<file path="src/hw/rtl/mlfq_pkg.sv">
`default_nettype none

package mlfq_pkg;

    localparam int NUM_SLOTS  = 16;
    localparam int NUM_LEVELS = 5;
    localparam int NUM_QREGS  = 5;

    localparam int SLOT_W  = $clog2(NUM_SLOTS);
    localparam int STEP_W  = $clog2(NUM_LEVELS + 1);
    localparam int LEVEL_W = 3;
    localparam int PID_W   = 8;
    localparam int QUANT_W = 32;
    localparam int TIME_W  = 64;
    localparam int DATA_W  = 64;
    localparam int ADDR_W  = 6;
    localparam int REG_IDX_W = 3;

    localparam logic [LEVEL_W-1:0] LAST_LEVEL = LEVEL_W'(NUM_LEVELS - 1);
    localparam logic [LEVEL_W-1:0] TOP_QREG   = LEVEL_W'(NUM_QREGS - 1);

    localparam logic [1:0] REQ_ALLOC  = 2'd0;
    localparam logic [1:0] REQ_FREE   = 2'd1;
    localparam logic [1:0] REQ_CHARGE = 2'd2;
    localparam logic [1:0] REQ_CHECK  = 2'd3;

    localparam logic [1:0] RES_OK        = 2'd0;
    localparam logic [1:0] RES_FULL      = 2'd1;
    localparam logic [1:0] RES_NOT_FOUND = 2'd2;

    localparam logic [REG_IDX_W-1:0] REG_QUANTUM0 = 3'd0;
    localparam logic [REG_IDX_W-1:0] REG_QUANTUM1 = 3'd1;
    localparam logic [REG_IDX_W-1:0] REG_QUANTUM2 = 3'd2;
    localparam logic [REG_IDX_W-1:0] REG_QUANTUM3 = 3'd3;
    localparam logic [REG_IDX_W-1:0] REG_QUANTUM4 = 3'd4;
    localparam logic [REG_IDX_W-1:0] REG_PERIOD   = 3'd5;
    localparam logic [REG_IDX_W-1:0] REG_SHELL    = 3'd6;

    localparam logic [QUANT_W-1:0] QUANTUM0_RST = 32'd100000;
    localparam logic [QUANT_W-1:0] QUANTUM1_RST = 32'd200000;
    localparam logic [QUANT_W-1:0] QUANTUM2_RST = 32'd300000;
    localparam logic [QUANT_W-1:0] QUANTUM3_RST = 32'd400000;
    localparam logic [QUANT_W-1:0] QUANTUM4_RST = 32'd500000;
    localparam logic [TIME_W-1:0]  PERIOD_RST   = 64'd10000000;
    localparam logic [PID_W-1:0]   SHELL_RST    = 8'd2;

    typedef enum logic [1:0] {
        ST_IDLE,
        ST_SCAN,
        ST_CHARGE,
        ST_FINISH
    } state_t;

    typedef struct packed {
        logic load;
        logic scan;
        logic charge;
        logic finish;
    } cmd_t;

    typedef struct packed {
        logic scan_last;
        logic charge_end;
    } sts_t;

    typedef struct packed {
        logic [NUM_QREGS-1:0][QUANT_W-1:0] quantum;
        logic [TIME_W-1:0]                 reset_period;
        logic [PID_W-1:0]                  shell_pid;
    } cfg_t;

    function automatic logic [QUANT_W-1:0] level_quantum(
        input logic [NUM_QREGS-1:0][QUANT_W-1:0] q,
        input logic [LEVEL_W-1:0]                lvl
    );
        logic [LEVEL_W-1:0] l;
        l = lvl;
        if (l > LAST_LEVEL)
        begin
            l = LAST_LEVEL;
        end
        if (l > TOP_QREG)
        begin
            l = TOP_QREG;
        end
        return q[l];
    endfunction

endpackage

`default_nettype wire

</file>
<file path="src/hw/rtl/mlfq_regs.sv">
`default_nettype none

module mlfq_regs (
    input  wire logic                              clk,
    input  wire logic                              rst_n,
    input  wire logic                              psel,
    input  wire logic                              penable,
    input  wire logic                              pwrite,
    input  wire logic [mlfq_pkg::ADDR_W-1:0]       paddr,
    input  wire logic [mlfq_pkg::DATA_W-1:0]       pwdata,
    output logic      [mlfq_pkg::DATA_W-1:0]       prdata,
    output logic                                   pready,
    output mlfq_pkg::cfg_t                         cfg
);

    logic [mlfq_pkg::NUM_QREGS-1:0][mlfq_pkg::QUANT_W-1:0] quantum_reg;
    logic [mlfq_pkg::TIME_W-1:0]                           period_reg;
    logic [mlfq_pkg::PID_W-1:0]                            shell_reg;
    logic [mlfq_pkg::REG_IDX_W-1:0]                        reg_idx;
    logic                                                  wr_en;

    assign pready  = 1'b1;
    assign reg_idx = paddr[mlfq_pkg::ADDR_W-1:3];
    assign wr_en   = psel && penable && pwrite && pready;

    always_ff @(posedge clk or negedge rst_n)
    begin
        if (!rst_n)
        begin
            quantum_reg[0] <= mlfq_pkg::QUANTUM0_RST;
            quantum_reg[1] <= mlfq_pkg::QUANTUM1_RST;
            quantum_reg[2] <= mlfq_pkg::QUANTUM2_RST;
            quantum_reg[3] <= mlfq_pkg::QUANTUM3_RST;
            quantum_reg[4] <= mlfq_pkg::QUANTUM4_RST;
            period_reg     <= mlfq_pkg::PERIOD_RST;
            shell_reg      <= mlfq_pkg::SHELL_RST;
        end
        else if (wr_en)
        begin
            case (reg_idx)
                mlfq_pkg::REG_QUANTUM0: quantum_reg[0] <= pwdata[31:0];
                mlfq_pkg::REG_QUANTUM1: quantum_reg[1] <= pwdata[31:0];
                mlfq_pkg::REG_QUANTUM2: quantum_reg[2] <= pwdata[31:0];
                mlfq_pkg::REG_QUANTUM3: quantum_reg[3] <= pwdata[31:0];
                mlfq_pkg::REG_QUANTUM4: quantum_reg[4] <= pwdata[31:0];
                mlfq_pkg::REG_PERIOD:   period_reg     <= pwdata;
                mlfq_pkg::REG_SHELL:    shell_reg      <= pwdata[7:0];
                default:                ;
            endcase
        end
    end

    always_comb
    begin
        case (reg_idx)
            mlfq_pkg::REG_QUANTUM0: prdata = {32'd0, quantum_reg[0]};
            mlfq_pkg::REG_QUANTUM1: prdata = {32'd0, quantum_reg[1]};
            mlfq_pkg::REG_QUANTUM2: prdata = {32'd0, quantum_reg[2]};
            mlfq_pkg::REG_QUANTUM3: prdata = {32'd0, quantum_reg[3]};
            mlfq_pkg::REG_QUANTUM4: prdata = {32'd0, quantum_reg[4]};
            mlfq_pkg::REG_PERIOD:   prdata = period_reg;
            mlfq_pkg::REG_SHELL:    prdata = {56'd0, shell_reg};
            default:                prdata = '0;
        endcase
    end

    assign cfg.quantum      = quantum_reg;
    assign cfg.reset_period = period_reg;
    assign cfg.shell_pid    = shell_reg;

endmodule

`default_nettype wire

</file>
<file path="src/hw/rtl/mlfq_ctrl.sv">
`default_nettype none

module mlfq_ctrl (
    input  wire logic          clk,
    input  wire logic          rst_n,
    input  wire logic          start,
    input  mlfq_pkg::sts_t     sts,
    output logic               busy,
    output mlfq_pkg::cmd_t     cmd
);

    mlfq_pkg::state_t state_reg;
    mlfq_pkg::state_t state_next;

    always_ff @(posedge clk or negedge rst_n)
    begin
        if (!rst_n)
        begin
            state_reg <= mlfq_pkg::ST_IDLE;
        end
        else
        begin
            state_reg <= state_next;
        end
    end

    always_comb
    begin
        state_next = state_reg;
        case (state_reg)
            mlfq_pkg::ST_IDLE:
            begin
                if (start)
                begin
                    state_next = mlfq_pkg::ST_SCAN;
                end
            end
            mlfq_pkg::ST_SCAN:
            begin
                if (sts.scan_last)
                begin
                    state_next = mlfq_pkg::ST_CHARGE;
                end
            end
            mlfq_pkg::ST_CHARGE:
            begin
                if (sts.charge_end)
                begin
                    state_next = mlfq_pkg::ST_FINISH;
                end
            end
            mlfq_pkg::ST_FINISH:
            begin
                state_next = mlfq_pkg::ST_IDLE;
            end
            default:
            begin
                state_next = mlfq_pkg::ST_IDLE;
            end
        endcase
    end

    always_comb
    begin
        busy       = 1'b1;
        cmd.load   = 1'b0;
        cmd.scan   = 1'b0;
        cmd.charge = 1'b0;
        cmd.finish = 1'b0;
        case (state_reg)
            mlfq_pkg::ST_IDLE:
            begin
                busy     = 1'b0;
                cmd.load = start;
            end
            mlfq_pkg::ST_SCAN:
            begin
                cmd.scan = 1'b1;
            end
            mlfq_pkg::ST_CHARGE:
            begin
                cmd.charge = !sts.charge_end;
            end
            mlfq_pkg::ST_FINISH:
            begin
                cmd.finish = 1'b1;
            end
            default:
            begin
                busy = 1'b1;
            end
        endcase
    end

`ifndef SYNTHESIS
    a_busy_ends_after_finish: assert property (@(posedge clk) disable iff (!rst_n)
        $fell(busy) |-> $past(cmd.finish))
        else $error("busy dropped without a finish cycle");
`endif

endmodule

`default_nettype wire

</file>
<file path="src/hw/rtl/mlfq_dp.sv">
`default_nettype none

module mlfq_dp (
    input  wire logic                               clk,
    input  wire logic                               rst_n,
    input  mlfq_pkg::cmd_t                          cmd,
    input  mlfq_pkg::cfg_t                          cfg,
    input  wire logic [1:0]                         req_type,
    input  wire logic [mlfq_pkg::PID_W-1:0]         target_pid,
    input  wire logic [mlfq_pkg::QUANT_W-1:0]       run_amount,
    input  wire logic [mlfq_pkg::TIME_W-1:0]        time_now,
    input  wire logic                               input_pending,
    output mlfq_pkg::sts_t                          sts,
    output logic                                    done,
    output logic [1:0]                              result_code,
    output logic [mlfq_pkg::PID_W-1:0]              given_pid,
    output logic [mlfq_pkg::LEVEL_W-1:0]            new_level,
    output logic [mlfq_pkg::QUANT_W-1:0]            quantum_left
);

    logic [mlfq_pkg::PID_W-1:0]   owner_reg   [mlfq_pkg::NUM_SLOTS];
    logic [mlfq_pkg::LEVEL_W-1:0] level_reg   [mlfq_pkg::NUM_SLOTS];
    logic [mlfq_pkg::QUANT_W-1:0] slot_q_reg  [mlfq_pkg::NUM_SLOTS];
    logic [mlfq_pkg::NUM_SLOTS-1:0] used_reg;

    logic [1:0]                   req_reg;
    logic [mlfq_pkg::PID_W-1:0]   pid_reg;
    logic                         pending_reg;
    logic                         sweep_reg;
    logic                         found_reg;
    logic [mlfq_pkg::SLOT_W-1:0]  idx_reg;
    logic [mlfq_pkg::SLOT_W-1:0]  idx_next;
    logic [mlfq_pkg::SLOT_W-1:0]  sel_reg;
    logic [mlfq_pkg::STEP_W-1:0]  step_reg;
    logic                         stop_reg;
    logic [mlfq_pkg::PID_W-1:0]   pid_counter_reg;
    logic [mlfq_pkg::PID_W-1:0]   pid_counter_next;
    logic [mlfq_pkg::TIME_W-1:0]  last_reset_reg;

    logic [mlfq_pkg::QUANT_W-1:0] rem_reg;
    logic [mlfq_pkg::QUANT_W-1:0] rem_next;
    logic [mlfq_pkg::LEVEL_W-1:0] lvl_reg;
    logic [mlfq_pkg::LEVEL_W-1:0] lvl_next;
    logic [mlfq_pkg::QUANT_W-1:0] q_reg;
    logic [mlfq_pkg::QUANT_W-1:0] q_next;

    logic                         done_reg;
    logic [1:0]                   code_reg;
    logic [1:0]                   code_next;
    logic [mlfq_pkg::PID_W-1:0]   given_reg;
    logic [mlfq_pkg::LEVEL_W-1:0] new_level_reg;
    logic [mlfq_pkg::QUANT_W-1:0] quantum_left_reg;

    logic [mlfq_pkg::PID_W-1:0]   match_pid;
    logic                         hit;
    logic                         claim;
    logic                         release_hit;
    logic                         pick;
    logic                         shell_top;
    logic                         sweep_top;
    logic                         to_top;
    logic                         charge_active;
    logic                         elapsed;
    logic [mlfq_pkg::TIME_W-1:0]  time_diff;

    assign match_pid   = (req_reg == mlfq_pkg::REQ_CHECK) ? cfg.shell_pid : pid_reg;
    assign hit         = used_reg[idx_reg] && (owner_reg[idx_reg] == match_pid);
    assign claim       = cmd.scan && (req_reg == mlfq_pkg::REQ_ALLOC)
                         && !used_reg[idx_reg] && !found_reg;
    assign release_hit = cmd.scan && (req_reg == mlfq_pkg::REQ_FREE) && hit;
    assign pick        = cmd.scan && (req_reg == mlfq_pkg::REQ_CHARGE) && hit && !found_reg;
    assign shell_top   = cmd.scan && (req_reg == mlfq_pkg::REQ_CHECK) && pending_reg
                         && hit && !found_reg;
    assign sweep_top   = cmd.scan && (req_reg == mlfq_pkg::REQ_CHECK) && sweep_reg
                         && used_reg[idx_reg];
    assign to_top      = claim || shell_top || sweep_top;

    assign time_diff = time_now - last_reset_reg;
    assign elapsed   = time_diff >= cfg.reset_period;

    assign charge_active = (req_reg == mlfq_pkg::REQ_CHARGE) && found_reg;

    assign sts.scan_last  = idx_reg == mlfq_pkg::SLOT_W'(mlfq_pkg::NUM_SLOTS - 1);
    assign sts.charge_end = !charge_active || (rem_reg == '0)
                            || (step_reg == mlfq_pkg::STEP_W'(mlfq_pkg::NUM_LEVELS))
                            || stop_reg;

    assign idx_next         = sts.scan_last ? idx_reg : idx_reg + 1'b1;
    assign pid_counter_next = pid_counter_reg + 1'b1;

    // One demotion step: use up the current quantum or take the runtime from it.
    always_comb
    begin
        if (rem_reg >= q_reg)
        begin
            rem_next = rem_reg - q_reg;
            lvl_next = (lvl_reg < mlfq_pkg::LAST_LEVEL) ? lvl_reg + 1'b1 : lvl_reg;
            q_next   = mlfq_pkg::level_quantum(cfg.quantum, lvl_next);
        end
        else
        begin
            rem_next = '0;
            lvl_next = lvl_reg;
            q_next   = q_reg - rem_reg;
        end
    end

    always_comb
    begin
        case (req_reg)
            mlfq_pkg::REQ_ALLOC:
                code_next = found_reg ? mlfq_pkg::RES_OK : mlfq_pkg::RES_FULL;
            mlfq_pkg::REQ_FREE:
                code_next = found_reg ? mlfq_pkg::RES_OK : mlfq_pkg::RES_NOT_FOUND;
            mlfq_pkg::REQ_CHARGE:
                code_next = found_reg ? mlfq_pkg::RES_OK : mlfq_pkg::RES_NOT_FOUND;
            default:
                code_next = mlfq_pkg::RES_OK;
        endcase
    end

    always_ff @(posedge clk or negedge rst_n)
    begin
        if (!rst_n)
        begin
            req_reg         <= mlfq_pkg::REQ_ALLOC;
            pending_reg     <= 1'b0;
            sweep_reg       <= 1'b0;
            found_reg       <= 1'b0;
            idx_reg         <= '0;
            step_reg        <= '0;
            stop_reg        <= 1'b0;
            pid_counter_reg <= '0;
            last_reset_reg  <= '0;
            used_reg        <= '0;
            done_reg        <= 1'b0;
        end
        else
        begin
            done_reg <= cmd.finish;
            if (cmd.load)
            begin
                req_reg     <= req_type;
                pending_reg <= input_pending;
                sweep_reg   <= (req_type == mlfq_pkg::REQ_CHECK) && elapsed;
                found_reg   <= 1'b0;
                idx_reg     <= '0;
                step_reg    <= '0;
                stop_reg    <= 1'b0;
                if ((req_type == mlfq_pkg::REQ_CHECK) && elapsed)
                begin
                    last_reset_reg <= time_now;
                end
            end
            if (cmd.scan)
            begin
                idx_reg <= idx_next;
            end
            if (claim || release_hit || pick || shell_top)
            begin
                found_reg <= 1'b1;
            end
            if (claim)
            begin
                used_reg[idx_reg] <= 1'b1;
                pid_counter_reg   <= pid_counter_next;
            end
            if (release_hit)
            begin
                used_reg[idx_reg] <= 1'b0;
            end
            if (cmd.charge)
            begin
                step_reg <= step_reg + 1'b1;
                stop_reg <= lvl_next == mlfq_pkg::LAST_LEVEL;
            end
        end
    end

    always_ff @(posedge clk)
    begin
        if (cmd.load)
        begin
            pid_reg <= target_pid;
            rem_reg <= run_amount;
        end
        if (claim)
        begin
            owner_reg[idx_reg] <= pid_counter_next;
        end
        if (to_top)
        begin
            level_reg[idx_reg]  <= '0;
            slot_q_reg[idx_reg] <= cfg.quantum[0];
        end
        if (pick)
        begin
            sel_reg <= idx_reg;
            lvl_reg <= level_reg[idx_reg];
            q_reg   <= slot_q_reg[idx_reg];
        end
        if (cmd.charge)
        begin
            rem_reg <= rem_next;
            lvl_reg <= lvl_next;
            q_reg   <= q_next;
        end
        if (cmd.finish)
        begin
            if (charge_active)
            begin
                level_reg[sel_reg]  <= lvl_reg;
                slot_q_reg[sel_reg] <= q_reg;
            end
            code_reg         <= code_next;
            given_reg        <= ((req_reg == mlfq_pkg::REQ_ALLOC) && found_reg)
                                ? pid_counter_reg : '0;
            new_level_reg    <= charge_active ? lvl_reg : '0;
            quantum_left_reg <= charge_active ? q_reg : '0;
        end
    end

    assign done         = done_reg;
    assign result_code  = code_reg;
    assign given_pid    = given_reg;
    assign new_level    = new_level_reg;
    assign quantum_left = quantum_left_reg;

`ifndef SYNTHESIS
    a_full_means_all_used: assert property (@(posedge clk) disable iff (!rst_n)
        (done_reg && (code_reg == mlfq_pkg::RES_FULL)) |-> (&used_reg))
        else $error("table full reported while a slot is free");

    a_step_bounded: assert property (@(posedge clk) disable iff (!rst_n)
        step_reg <= mlfq_pkg::STEP_W'(mlfq_pkg::NUM_LEVELS))
        else $error("charge ran more steps than there are levels");

    a_level_bounded: assert property (@(posedge clk) disable iff (!rst_n)
        done_reg |-> (new_level_reg <= mlfq_pkg::LAST_LEVEL))
        else $error("reported level below the lowest level");
`endif

endmodule

`default_nettype wire

</file>
<file path="src/hw/rtl/mlfq_process_table.sv">
`default_nettype none

// Process slot table for a multilevel feedback queue. A request is taken when start is high
// and busy is low; its inputs are captured at that edge. Every request walks all slots once,
// one slot per cycle, and a charge then takes 0 to 4 level steps through the shared subtract
// unit, each step registered, before the charge state ends; the request then passes the
// finish state, which writes the slot back, and busy returns low after it.
// The response is shown for exactly one cycle with done high, in the cycle busy returns low,
// and the receiver cannot stall it. A new request may be started in that same cycle.
// Configuration registers sit at byte address 8 times their index on the APB port; the user
// must write them only while busy is low, as the block itself does not enforce it.
module mlfq_process_table (
    input  wire logic                          clk,
    input  wire logic                          rst_n,
    input  wire logic                          start,
    output logic                               busy,
    input  wire logic [1:0]                    req_type,
    input  wire logic [mlfq_pkg::PID_W-1:0]    target_pid,
    input  wire logic [mlfq_pkg::QUANT_W-1:0]  run_amount,
    input  wire logic [mlfq_pkg::TIME_W-1:0]   time_now,
    input  wire logic                          input_pending,
    output logic                               done,
    output logic [1:0]                         result_code,
    output logic [mlfq_pkg::PID_W-1:0]         given_pid,
    output logic [mlfq_pkg::LEVEL_W-1:0]       new_level,
    output logic [mlfq_pkg::QUANT_W-1:0]       quantum_left,
    input  wire logic                          psel,
    input  wire logic                          penable,
    input  wire logic                          pwrite,
    input  wire logic [mlfq_pkg::ADDR_W-1:0]   paddr,
    input  wire logic [mlfq_pkg::DATA_W-1:0]   pwdata,
    output logic      [mlfq_pkg::DATA_W-1:0]   prdata,
    output logic                               pready
);

    mlfq_pkg::cfg_t cfg;
    mlfq_pkg::cmd_t cmd;
    mlfq_pkg::sts_t sts;

    mlfq_regs u_regs (
        .clk     (clk),
        .rst_n   (rst_n),
        .psel    (psel),
        .penable (penable),
        .pwrite  (pwrite),
        .paddr   (paddr),
        .pwdata  (pwdata),
        .prdata  (prdata),
        .pready  (pready),
        .cfg     (cfg)
    );

    mlfq_ctrl u_ctrl (
        .clk   (clk),
        .rst_n (rst_n),
        .start (start),
        .sts   (sts),
        .busy  (busy),
        .cmd   (cmd)
    );

    mlfq_dp u_dp (
        .clk           (clk),
        .rst_n         (rst_n),
        .cmd           (cmd),
        .cfg           (cfg),
        .req_type      (req_type),
        .target_pid    (target_pid),
        .run_amount    (run_amount),
        .time_now      (time_now),
        .input_pending (input_pending),
        .sts           (sts),
        .done          (done),
        .result_code   (result_code),
        .given_pid     (given_pid),
        .new_level     (new_level),
        .quantum_left  (quantum_left)
    );

endmodule

`default_nettype wire

</file>
<file path="config.mk">
export PLATFORM = sky130hd
export DESIGN_NAME = mlfq_process_table
export DESIGN_NICKNAME = d
export VERILOG_FILES = /design/src/hw/rtl/mlfq_pkg.sv /design/src/hw/rtl/mlfq_regs.sv /design/src/hw/rtl/mlfq_ctrl.sv /design/src/hw/rtl/mlfq_dp.sv /design/src/hw/rtl/mlfq_process_table.sv
export SDC_FILE = /design/constraint.sdc
export NUM_CORES = 2
export LEC_CHECK = 0
export ABC_AREA = 1
export ABC_CLOCK_PERIOD_IN_PS = 5600
export CORE_MARGIN = 1.5
export CORE_UTILIZATION = 61
export DETAILED_ROUTE_END_ITERATION = 6
export DONT_BUFFER_PORTS = 1
export PLACE_DENSITY = 0.86
export SETUP_SLACK_MARGIN = 0.15
export SYNTH_ARGS = -nofsm -noshare
export SYNTH_HDL_FRONTEND = slang
export SYNTH_SLANG_ARGS = --single-unit
</file>
<file path="constraint.sdc">
create_clock -name clk -period 5.6 [get_ports clk]
set_clock_uncertainty 0.05 [all_clocks]
set_input_delay 1.4 -clock clk [delete_from_list [all_inputs] [get_ports clk]]
set_output_delay 1.4 -clock clk [all_outputs]
set_load 0.1 [all_outputs]
</file>
Word level (Yosys, flattened, before mapping)
Memories as Yosys holds them, arrays and structs flattened.
Index checks and enable logic that the tools add are counted.
Storage, ports and cells
  ROM bits: 0
  bits in latches: 0
  logic and storage cells: 181
  bits of input ports: 183
  memory bits (writable): 688
  flip-flop bits (word level): 460
  memories kept: 3
Operators by class
  equal/unequal tests: 21
  shifts and indexed selects: 0
  multiply operators: 0
  reduce and logical (&&, ||, !) cells: 54
  muxes and demuxes: 57
  divide/modulo/power cells: 0
  magnitude comparators: 8
  add/subtract/negate cells: 7
  bitwise logic cells: 3
Memories
  u_dp.slot_q_reg: words 16, bits a word 32, rd ports 1, clocked after Yosys merged registers in 0, wr ports 1, line mlfq_dp.sv:23  | logic [mlfq_pkg::QUANT_W-1:0] slot_q_reg [mlfq_pkg::NUM_SLOTS];
  u_dp.owner_reg: words 16, bits a word 8, rd ports 1, clocked after Yosys merged registers in 0, wr ports 1, line mlfq_dp.sv:21  | logic [mlfq_pkg::PID_W-1:0] owner_reg [mlfq_pkg::NUM_SLOTS];
  u_dp.level_reg: words 16, bits a word 3, rd ports 1, clocked after Yosys merged registers in 0, wr ports 1, line mlfq_dp.sv:22  | logic [mlfq_pkg::LEVEL_W-1:0] level_reg [mlfq_pkg::NUM_SLOTS];
Operators with widths (count)
  case mux 64 bit (7 select lines): 1
  2-to-1 mux 32 bit: 8
  binary-select mux 32 bit (select 3 bit): 1
  greater-or-equal comparator 64 bit: 1
  subtractor 32 bit: 2
  subtractor 64 bit: 1
  2-to-1 mux 3 bit: 11
  greater-or-equal comparator 32 bit: 1
  zero test 32 bit: 1
  2-to-1 mux 16 bit: 2
  OR reduction 32 bit: 1
  logical AND 1 bit: 21
  2-to-1 mux 1 bit: 20
  2-to-1 mux 4 bit: 5
  AND reduction 2 bit: 9
  AND 16 bit: 1
  inverter 16 bit: 1
  bitwise OR 16 bit: 1
  == test 3 bit, second input constant: 5
  == test 2 bit, second input constant: 5
  adder 8 x 1 -> 8 bit, second input constant: 1
  == test 8 bit: 1
  logical OR 1 bit: 8
  2-to-1 mux 2 bit: 4
  other kinds (25): 38

Depth between registers and ports, before layout
  depth in word-level cells: 12
  mapped depth: 31

Hierarchy
From an unflattened synthesis, not the netlist that was laid out.
Second synthesis, totals
  cells, all modules: 6675
  area total of the unflattened synthesis: 59627.2 µm²
By module, submodules not included
  mlfq_dp: seq. area each 26935.8 µm², times used 1, area an instance 48123.7 µm², cells an instance 5183
  mlfq_regs: seq. area each 5858.1 µm², times used 1, area an instance 11300.8 µm², cells an instance 1465
  mlfq_ctrl: seq. area each 50.0 µm², times used 1, area an instance 202.7 µm², cells an instance 27

Least setup slack after synthesis
OpenSTA, ideal clock, no wires.
  kind: input to output
  start: in paddr[5] (netlist bit)
  end: out prdata[12] (netlist bit)
  slack: 0.270 ns
  stages on the path: 6
  data arrival time: 3.880 ns
  cell sequence: inv_1 > nor3_2 > inv_1 > clkbuf_1 > clkbuf_1 > o2111ai_1
Between the ends
  word-level cells in the longest chain between the ends: 2
  elaborated cells on any way between the ends: 8
  those cells by class: eq/ne (6); mux (1); reduce/logical (1)
Ends and longest elaborated chain
  start: declaration: line mlfq_process_table.sv:30  | input wire logic [mlfq_pkg::ADDR_W-1:0] paddr,
  == test 3 bit, or another cell as far along: line mlfq_regs.sv:55  | case (reg_idx)
  case mux 64 bit (7 select lines) *: line mlfq_regs.sv:55
  end: declaration: line mlfq_process_table.sv:32  | output logic [mlfq_pkg::DATA_W-1:0] prdata,
Mark *: on every way between the ends. The rest lies on a longest branch, timed or not.

Final worst setup path
  start: in time_now[13] (netlist bit)
  end: reg u_dp.last_reset_reg[9] (netlist bit)
Between the ends
  word-level cells in the longest chain between the ends: 4
Ends and longest elaborated chain
  start: declaration: line mlfq_process_table.sv:20  | input wire logic [mlfq_pkg::TIME_W-1:0] time_now,
  subtractor 64 bit: line mlfq_dp.sv:78  | assign time_diff = time_now - last_reset_reg;
  greater-or-equal comparator 64 bit: line mlfq_dp.sv:79  | assign elapsed = time_diff >= cfg.reset_period;
  logical AND 1 bit: line mlfq_dp.sv:150  | if ((req_type == mlfq_pkg::REQ_CHECK) && elapsed)
  AND reduction 2 bit (no source line)
  end signal: assignment: line mlfq_dp.sv:152  | last_reset_reg <= time_now;
  end: declaration: line mlfq_dp.sv:38  | logic [mlfq_pkg::TIME_W-1:0] last_reset_reg;
Every way passes these cells.
A chain may end at the register's enable or synchronous reset.

==> flow_summary.json <==
{
  "place_congestion": 0.9918,
  "max-cap-violations": 0,
  "crit_chain": "ha_1, nand2_1, o21ai_0, o21bai_1, a21oi_1, buf_4, buf_4, o21ai_0, buf_4, xor2_1, ha_1, nand2_1, nor3_1, nand3_1, nor4_1, buf_4, nand2_1, nand2_1, nand2_1, nand3_2, nand2_2, buf_4, nand2_1, nand2_1",
  "die_area_um2": 96690,
  "fin_cells": 7683,
  "worstPathRequired_ns": 6.11,
  "cts_buffers": 111,
  "largest_reg_flops": 512,
  "clk_pin_slew_ns": 0.07,
  "syn_inst": 6262,
  "syn_nets": 6655,
  "rsz0062_at_grt": "no",
  "cts_num_sinks": 1148,
  "fillerInstances": 6839,
  "fp-row-count": 112,
  "syn_to_final_growth_pct": 11.23,
  "seq_area_um2": 32850,
  "yosysSeqAreaShare_pct": 56.78,
  "failed_checks": "DRC",
  "cp_slowest_stage_delay_ns": 0.54,
  "drc": 2,
  "clk_latency_ns": 0.73,
  "dp.cells": 7460,
  "post_drt_wl_per_cell_um": 23.93,
  "cts_buffer_depth": 3,
  "p_per_area_nw_per_um2": 515.0,
  "final_nets": 6712,
  "cts_htree_levels": 3,
  "postCtsSetupRepairBufs": 0,
  "yosysUniqueCellTypes": 54,
  "multiInputGateArea_um2": 21770,
  "dp_hpwl_um": 124100,
  "synth.ff_latch_count": 1148,
  "grt.overflow.total": 0,
  "cts_tree": "done",
  "grt_max_degree": 337,
  "drt-vias-per-instance": 6.297,
  "final_hold_viol_count": 0,
  "clock.fmax_ghz": 0.1934,
  "worst-slew-pin-transition_ns": 1.391,
  "netlist_area_um2": 57850,
  "hp-class": "input pin to async pin",
  "track_usage_pct": 37.12,
  "placed_cell_area_um2": 60510,
  "slowest_stage": "o21ai_0",
  "io_pins": 295,
  "slew-limit-headroom_pct": 7.183,
  "setup_ws_ns": 0.4303,
  "drv_slew": 0,
  "setup_viol": 0,
  "grt_pass1_wl_um": 273700,
  "ys_warn_count": 0,
  "start_util_pct": 61.80,
  "clk_root_buffer_cell": "clkbuf_16",
  "cp-start-kind": "input pin",
  "die_width_um": 311.0,
  "leakage_nw": 26.22,
  "syn_area_per_cell_um2": 9.238,
  "min_period_ns": 5.170,
  "finalWirelength_um": 183900,
  "crit_path_end_kind": "flip-flop",
  "vias": 48380,
  "period_share_pct": 92.32,
  "cts_resized": 0,
  "path_class": "input pin to flip-flop",
  "critPathArrivalTime_ns": 5.68,
  "core_um2": 93610,
  "ir_worst_vdd_mv": 0.4621,
  "final_area_um2": 64350,
  "grt_pass1_vias": 46690,
  "path_max_fanout": 23,
  "crit_top_cell": "nand2_1",
  "pre_cts_slack_ns": -0.04812,
  "holdBufCountCts": 0,
  "ant_nets": 0,
  "numPortBuffers": 0,
  "drt_first_iter_violations": 7083,
  "outcome": "finished with violations",
  "antenna_found_initial": 14,
  "layout-drive-gt1-share_pct": 9.461,
  "firstDrtPassIters": 7,
  "die_h_um": 311.0,
  "fin_tns_setup_ns": 0
}
cells in the final DEF (no fill, tap or decap), types with 168 or more instances in the layout:
cell and n:
nand2_1 1289, o21ai_0 828, edfxtp_1 812, nor2_1 744, inv_1 560, dfrtp_1 292, a21oi_1 255, buf_4 239
ha_1 206, nand3_1 189, o22ai_1 168
critical path, delay by kind of cell:
kind / cells / cell delay, ns
buffers and inverters: 5 / 0.99
adders and majority gates: 2 / 0.65
AOI/OAI and AO/OA: 4 / 1.12
xor gates and xnor gates: 1 / 0.06
and+or+nand+nor: 12 / 1.46
layer usage:
layer  wire length (um)  global-route usage, %  vias up
li1                   -                      -    21440
met1              65540                  47.25    22690
met2              83780                  58.74     3494
met3              23390                  9.271      743
met4              11110                  19.91        8
met5                 40                      0        -
layout make-up:
| type | count | area share [%] |
|---|---|---|
| multi-input cells | 4213 | 33.83 |
| flip-flops and latches | 1148 | 51.05 |
| diodes | 13 | 0.05056 |
| inverters | 593 | 3.477 |
| repair buffers | 252 | 3.228 |
| clock buffers | 125 | 4.496 |
| well taps | 1254 | 2.438 |
| clock inverters | 85 | 1.423 |
synth_stat cells, drive strengths merged:
master / n / area share (%)
clkinv: 3 / 0.019
a21o: 14 / 0.18
nor4: 16 / 0.17
xor2: 82 / 1.2
and3: 2 / 0.022
o2111ai: 23 / 0.35
nand2: 1308 / 8.5
inv: 590 / 3.8
nor3: 37 / 0.33
conb: 1 / 0.0065
o21a: 14 / 0.18
fa: 3 / 0.10
a21oi: 256 / 2.2
and2: 1 / 0.011
nand4: 40 / 0.43
nand3: 194 / 1.7
o221ai: 21 / 0.32
or2: 2 / 0.022
a31oi: 20 / 0.22
a221oi: 29 / 0.44
a211oi: 5 / 0.065
edfxtp: 812 / 42
o22ai: 168 / 1.8
clkbuf: 236 / 1.6
buf: 72 / 0.75
nor2: 793 / 5.2
dfrtp: 294 / 13
o21ai: 871 / 7.5
a41oi: 1 / 0.015
a22oi: 6 / 0.078
o211ai: 28 / 0.36
nand3b: 1 / 0.013
xnor2: 36 / 0.55
o31ai: 1 / 0.013
o21bai: 25 / 0.32
a21boi: 8 / 0.10
ha: 207 / 4.5
dfstp: 42 / 1.9
report_power, final:
part           switching, W  total, W  internal [W]
clock               0.00344   0.00784       0.00440
sequential          0.00125    0.0119        0.0106
combinational       0.00942    0.0134       0.00399
logic make-up after synthesis:
| group | share of synthesized area, % |
|---|---|
| AOI/OAI and AO/OA | 14.22 |
| and+or+nand+nor | 16.47 |
| buffers and inverters | 6.158 |
| other | 0.006482 |
| xor gates and xnor gates | 1.787 |
| DFF | 56.78 |
| adders and majority gates | 4.581 |
worst paths after layout:
path	start	to	slack (ns)	cells past startpoint
worst max-delay path	time_now[13]	u_dp.last_reset_reg[9]	0.43	24
worst min-delay path	rst_n	u_dp.pid_counter_reg[5]	0.36	0
worst max register to register	u_dp.last_reset_reg[13]	u_dp.last_reset_reg[9]	0.76	25
worst min register to register	u_dp.last_reset_reg[1]	u_dp.last_reset_reg[1]	0.42	2
max in group asynchronous	rst_n	u_regs.period_reg[27]	4.41	0
min in group clk	u_dp.last_reset_reg[1]	u_dp.last_reset_reg[1]	0.42	2
through the flow:
stage | util (%) | total power, W | hold slack, ns
after CTS | 68.70 | 0.03268 | 0.3160
after detailed placement | 64.64 | 0.02485 | 0.4089
after global placement | 64.64 | 0.02439 | 0.4077
final | 68.74 | 0.03314 | 0.3578
after global routing | 68.73 | 0.03456 | 0.3429
after floorplan | - | 0.02032 | 0.3919
No activity file was read; power rests on OpenSTA's default activity.
